<file path="src/hdl/lsw_pkg.sv">
// ----------------------------------------------------------------------------
// lsw_pkg
// Shared types and constants of the lattice sieve prime walk: field widths,
// microcode word layout and the status/control bundles between the sequencer
// and the datapath.
// ----------------------------------------------------------------------------
package lsw_pkg;

	localparam int I_BITS_DEF   = 13;
	localparam int L1_BITS_DEF  = 16;
	localparam int MAX_HITS_DEF = 63;

	localparam int POS_W   = 32;
	localparam int STEP_W  = 32;
	localparam int PRIME_W = 16;
	localparam int HPOS_W  = 16;
	localparam int OT_W    = 2;

	// microcode address width and program addresses
	localparam int PC_W = 3;
	localparam logic [PC_W-1:0] PC_LOAD  = 3'd0;
	localparam logic [PC_W-1:0] PC_START = 3'd1;
	localparam logic [PC_W-1:0] PC_HALVE = 3'd2;
	localparam logic [PC_W-1:0] PC_TEST  = 3'd3;
	localparam logic [PC_W-1:0] PC_HIT   = 3'd4;
	localparam logic [PC_W-1:0] PC_FINAL = 3'd5;

	typedef enum logic [2:0] {
		OP_NOP,
		OP_LOAD,
		OP_START,
		OP_HALVE,
		OP_HIT,
		OP_FINAL
	} op_t;

	typedef enum logic [1:0] {
		COND_NEXT,
		COND_ALWAYS,
		COND_OT_ZERO,
		COND_WALK_END
	} cond_t;

	typedef struct packed {
		op_t             op;
		logic            wait_in;
		logic            wait_out;
		cond_t           cond;
		logic [PC_W-1:0] target;
	} ucode_t;

	typedef struct packed {
		op_t  op;
		logic fire;
	} ctrl_t;

	typedef struct packed {
		logic in_valid;
		logic slot_free;
		logic ot_zero;
		logic walk_end;
	} status_t;

endpackage

</file>
<file path="src/hdl/lsw_seq.sv">
// ----------------------------------------------------------------------------
// lsw_seq
// Microcode sequencer: program ROM, step counter and conditional jumps.
// ----------------------------------------------------------------------------
module lsw_seq
	import lsw_pkg::*;
(
	input  logic    clk,
	input  logic    arst_n,
	input  status_t status,
	output ctrl_t   ctrl
);

	logic [PC_W-1:0] pc_q;
	logic [PC_W-1:0] pc_next;
	ucode_t          uw;
	logic            stall;
	logic            take;

	// program ROM
	always_comb begin
		case (pc_q)
			PC_LOAD:  uw = '{OP_LOAD,  1'b1, 1'b0, COND_OT_ZERO,  PC_TEST};
			PC_START: uw = '{OP_START, 1'b0, 1'b0, COND_NEXT,     PC_LOAD};
			PC_HALVE: uw = '{OP_HALVE, 1'b0, 1'b0, COND_NEXT,     PC_LOAD};
			PC_TEST:  uw = '{OP_NOP,   1'b0, 1'b0, COND_WALK_END, PC_FINAL};
			PC_HIT:   uw = '{OP_HIT,   1'b0, 1'b1, COND_ALWAYS,   PC_TEST};
			PC_FINAL: uw = '{OP_FINAL, 1'b0, 1'b1, COND_ALWAYS,   PC_LOAD};
			default:  uw = '{OP_NOP,   1'b0, 1'b0, COND_ALWAYS,   PC_LOAD};
		endcase
	end

	always_comb begin
		stall = (uw.wait_in && !status.in_valid) || (uw.wait_out && !status.slot_free);
		case (uw.cond)
			COND_NEXT:     take = 1'b0;
			COND_ALWAYS:   take = 1'b1;
			COND_OT_ZERO:  take = status.ot_zero;
			COND_WALK_END: take = status.walk_end;
			default:       take = 1'b0;
		endcase
		if (stall) begin
			pc_next = pc_q;
		end else if (take) begin
			pc_next = uw.target;
		end else begin
			pc_next = pc_q + PC_W'(1);
		end
		ctrl.op   = uw.op;
		ctrl.fire = !stall;
	end

	always_ff @(posedge clk or negedge arst_n) begin
		if (!arst_n) begin
			pc_q <= PC_LOAD;
		end else begin
			pc_q <= pc_next;
		end
	end

endmodule

</file>
<file path="config.mk">
export PLATFORM = sky130hd
export DESIGN_NAME = lsw_seq
export DESIGN_NICKNAME = d
export VERILOG_FILES = /design/src/hdl/lsw_pkg.sv /design/src/hdl/lsw_seq.sv
export SDC_FILE = /design/constraint.sdc
export NUM_CORES = 1
export LEC_CHECK = 0
export ABC_AREA = 1
export BUFFER_PORTS_ARGS = -buffer_cell sky130_fd_sc_hd__buf_2
export CORE_AREA = 2 2 39 41
export CTS_BUF_LIST = sky130_fd_sc_hd__clkbuf_4 sky130_fd_sc_hd__clkbuf_8 sky130_fd_sc_hd__clkbuf_16
export CTS_CLUSTER_DIAMETER = 60
export DETAILED_ROUTE_END_ITERATION = 12
export DIE_AREA = 0 0 41 43
export PLACE_DENSITY = 0.54
export SYNTH_ARGS = -nofsm -noshare
export SYNTH_HDL_FRONTEND = slang
export SYNTH_SLANG_ARGS = --single-unit
</file>
<file path="constraint.sdc">
create_clock -name clk -period 2.2 [get_ports clk]
set_clock_uncertainty 0.2 [all_clocks]
set_input_delay 0.66 -clock clk [delete_from_list [all_inputs] [get_ports clk]]
set_output_delay 0.66 -clock clk [all_outputs]
set_load 0.02 [all_outputs]
</file>
**Yosys cells after proc, flatten, opt, wreduce, memory -nomap -nowiden**

Index checks and enable logic that the tools add are counted.

- Bits in registers: 3
- Bits in latches: 0
- Bits in writable memories: 0
- Bits in read-only memories: 0
- Output and inout port bits: 4
- Word-level logic and storage cells: 21
- Memories: 0

- $add $sub $neg: 1
- Multiply operators: 0
- Divide/modulo/power cells: 0
- Magnitude comparators: 0
- Eq/ne operators: 8
- Shift-type cells: 0
- Multiplexer cells: 3
- Bitwise operators: 0
- Reduce and logical (&&, ||, !) cells: 8

Operators with widths:

| operator | count |
|---|---|
| 10-bit one-hot mux with 6 select lines | 1 |
| 3-bit by 2-bit equality test with 1-bit output, second input constant | 2 |
| 3-bit equality test, second input constant | 2 |
| 2-bit equality test, second input constant | 2 |
| 1-bit one-hot mux with 4 select lines | 1 |
| 3-bit by 1-bit adder with 3-bit output, second input constant | 1 |
| 3-bit by 1-bit equality test with 1-bit output, second input constant | 1 |
| 1-bit logical NOT | 3 |
| 3-bit logical NOT | 1 |
| 3-bit two-way mux | 1 |
| 2-bit by 1-bit equality test with 1-bit output, second input constant | 1 |
| 1-bit logical AND | 2 |
| 2-bit logical NOT | 1 |
| 1-bit logical OR | 1 |

**Logic depth before layout (Yosys ltp)**

- Word-level depth: 5
- Depth in mapped cells: 11
- Mapped depth without buffers: 11

**Worst setup path before layout**

No wires, ideal clock.

- Path type: reg2out
- Start point: reg pc_q[1]
- End point: out ctrl[1] (netlist name)
- Arrival time: 1.248 ns
- Required time: 1.340 ns
- Path slack: 0.092 ns
- Cell stages (with the launch flop): 5
- Path through: dfrtp_1 > inv_1 > ha_1 > nand2_4 > a32oi_1

RTL lines:

| element | RTL line | source |
|---|---|---|
| start, declared | lsw_seq.sv:14 | `logic [PC_W-1:0] pc_q;` |
| start signal, assigned | lsw_seq.sv:57 | `pc_q <= pc_next;` |
| end, declared | lsw_seq.sv:11 | `output ctrl_t ctrl` |

==> summary.md <==
| Metric | Value |
|---|---|
| Status | complete, no violations |
| Post-Synth Adder-Cell Area | roughly 17% |
| Worst Hold Class | register to register |
| Final Instance Area | between 500 and 600 sq um |
| Via density per instance | 4.30 |
| Destination of the worst hold path | pc_q[0]$_DFFE_PN0P_ |
| Largest family of logic cells by synthesized area | simple AND/OR/NAND/NOR gates |
| CP Launch Type | register |
| Max reg flops | 3 |
| Mux contribution to synthesized area | 0% |
| Drt pass-1 iters | 1 |
| WHS | ~430 ps |
| Final hold viol count | 0 |
| Antenna Nets Post-Route | 0 |
| Max-slew headroom at the worst pin | between 80 and 90% |
| Final Setup Violations | 0 |
| Synth cell types | 14 |
| Overflow after GRT | 0 |
| Clock power share | 10.7% |
| Register area share after synthesis | between 20% and 30% |
| Area contributors post-synth | dfrtp_1, nand2_1, ha_1, nand3_1, nand2_4 |
| Comb pwr share | slightly below 80% |
| Layout cells sized above 1 | a little under half |
| Worst r2r src | pc_q[0]$_DFFE_PN0P_ |
| Fmax | 462 MHz |
| Max-slew violations | 0 |
| Largest Register | pc_q |
| Tcrit/Tclk final | between 90% and 100% |
| Synth Flop Type | dfrtp_1 |
| Most frequent cell after synthesis | nand2_1 |
| Synth area leader | dfrtp_1 |
| DR top layer | met3 |
| Final net count | 82 |
| Final WL | approximately 760 um |
| Yosys warnings | 0 |
| Clock latency on the worst-skew pair | between 200 and 250 ps |
| R2R Path End | pc_q[1]$_DFFE_PN0P_ |
| Number of synthesized flops with an enable pin | 0 |
| WL per Instance | between 8 and 9 um |
| Largest net degree at the start of global routing | 6 |
| Wl on met1 | 330 um |
| Syn Area/Cell | 7.12 sq um |
| Synth Area in XOR/XNOR | 0% |
| Worst Setup Path Type | register to primary output |
| RSZ-0062 raised after global routing | true |
| DRC viols | 0 |
| Initial Util | between 20% and 30% |
| Reg clk slew, reported paths | 40 ps |
| Post-synth top cells | nand2_1, nand3_1, inv_1, ha_1 |
| # rows | 14 |
| Routed length on met2 | 413 um |
| Mapped Area | between 300 and 400 sq um |
| FF-to-FF path depth | 9 |
| Placed inst area | between 400 and 500 sq um |
| Clk sink count | 3 |
| Switching Fraction | around half |
| Synth Area in Simple Gates | roughly 48% |
| Critical path data required time | 1340 ps |
| Core Util, Final | ~38% |
| #FFs+latches synth | 3 |
| PnR worst setup slack | around 38 ps |
| Cell count after synthesis | 52 |
| TritonCTS clock tree | built |
| Inst Count DP | 80 |
| CTS root buf | clkbuf_4 |
| Power Dens Cells | between 1500 and 2000 nW/um^2 |
| Share of the synthesized area in the top cell type | roughly 20% |
| Port buffer count | 9 |
| Syn Nets | 63 |
| Total power | 1.01 mW |
| DR WL met3 | 19 um |
| Internal | 0.493 mW |
| Max Root-Sink Buffers | 2 |
| Critical Path Fanout Max | 4 |
| Hold Startpoint | pc_q[0]$_DFFE_PN0P_ |
| First-pass GRT wire length | 1240 um |
| FF-to-FF setup slack | 330 ps |
| Sequential Power Share | between 10% and 20% |
| Area growth, synth to finish | 43.6% |
| Worst Path Arrival | roughly 1300 ps |
| Routability-driven placement congestion ratio | roughly 0.71 |
| Net switching power | 0.521 mW |
| VDD IR-drop max | between 700 and 800 uV |
| Die Span X | between 40 and 50 um |
| Least-Margin Pin Slew | about 190 ps |
| Final min period | around 2200 ps |
| Global-route usage over all layers | 11.2% |
| Regs by FF count | pc_q: 3 flops |
| Ys async rst share | 100% |
| LEAKAGE | 0.301 nW |
| Vias | 370 |
| Setup_tns | 0 ps |
| Detailed router's first-iteration violation count | 0 |
| Core area | between 1000 and 1500 sq um |
| Antenna cells | 0 |
| Antenna violations before repair | 0 |
| Vias in the first global route | between 300 and 400 |
| Post-detail-place hpwl | 632 um |
| Non-filler cells, final | 86 |
| H-tree Lvls | 1 |
| Max-Cap Viols | 0 |
| Cts bufs inserted | 3 |
| Worst slack, placed | 32.0 ps |
| Io pins | 10 |
| Die height | between 40 and 50 um |
| Compound-gate portion of the synthesized area | under 10% |
| Hold Path Depth | 3 |
| Crit. End Element | primary output |
| DIE AREA | ~1800 sq um |
==> how the worst max path moves through the flow <==
stage               slack (ps)  cells past startpoint                 from      end
global placement            40                      5            status[2]  ctrl[0]
CTS                         -7                      6  pc_q[1]$_DFFE_PN0P_  ctrl[0]
global route               -90                      5  pc_q[1]$_DFFE_PN0P_  ctrl[1]
finish                      40                      6  pc_q[1]$_DFFE_PN0P_  ctrl[0]
floorplan                   90                      4  pc_q[1]$_DFFE_PN0P_  ctrl[1]
detailed placement          30                      5            status[2]  ctrl[0]
==> final cells by class <==
class                   instances  area (sq um)
repair buffers                 14          91.3
clock buffers                   4          30.0
fillers                       153           852
well taps                      16          20.0
flip-flops and latches          3          75.1
multi-input cells              40           279
inverters                       9          36.3
==> cells in the final DEF, fill, tap and decap left out <==
| cell type | netlist | layout |
|---|---|---|
| nand2_1 | 17 | 17 |
| buf_2 | 0 | 8 |
| nand3_1 | 7 | 7 |
| inv_2 | 2 | 4 |
| inv_1 | 6 | 4 |
| ha_1 | 5 | 4 |
| clkbuf_4 | 0 | 4 |
| buf_4 | 0 | 4 |
| nand2_2 | 3 | 3 |
| nand2_4 | 3 | 3 |
| dfrtp_1 | 3 | 3 |
| a32oi_1 | 1 | 1 |
| or2_4 | 1 | 1 |
| o21ai_4 | 0 | 1 |
| inv_4 | 1 | 1 |
| nand4_1 | 1 | 1 |
| nand4_2 | 1 | 1 |
| ha_4 | 0 | 1 |
| dlygate4sd3_1 | 0 | 1 |
| buf_6 | 0 | 1 |
==> routing by layer <==
layer / up-vias / global-route usage [%]
met4: 0 / 10.0
li1: 202 / -
met3: 0 / 3.14
met1: 163 / 11.0
met5: - / 0
met2: 5 / 17.5
==> power groups by stage <==
| stage | combinational (mW) | sequential (mW) | clock (mW) |
|---|---|---|---|
| 4_1_cts | 0.768 | 0.116 | 0.117 |
| 3_3_place_gp | 0.735 | 0.113 | 0 |
| 3_5_place_dp | 0.731 | 0.114 | 0 |
| 2_1_floorplan | 0.532 | 0.127 | 0 |
| 5_1_grt | 0.891 | 0.121 | 0.129 |
| 6_report | 0.790 | 0.116 | 0.109 |
==> cell families after synthesis <==
group | count (synthesis)
AND/OR/NAND/NOR | 33
buffers and inverters | 9
adder cells (fa/ha/maj) | 5
flip-flops | 3
AO/OA/AOI/OAI | 2
==> critical path, stage by stage, from the launching register on <==
cell and delay (ps):
dfrtp_1 370, inv_2 100, nand2_2 90, or2_4 260
o21ai_4 90, inv_4 40, buf_6 120
==> repair_timing <==
item,in CTS,in global routing
hold buffers,0,1
endpoints found under the hold margin,0,3
cloned,0,0
buffers inserted,0,1
pin swaps,1,0
setup endpoints to repair,2,2
resized for setup,5,2
Power figures use the tool's default switching activity.
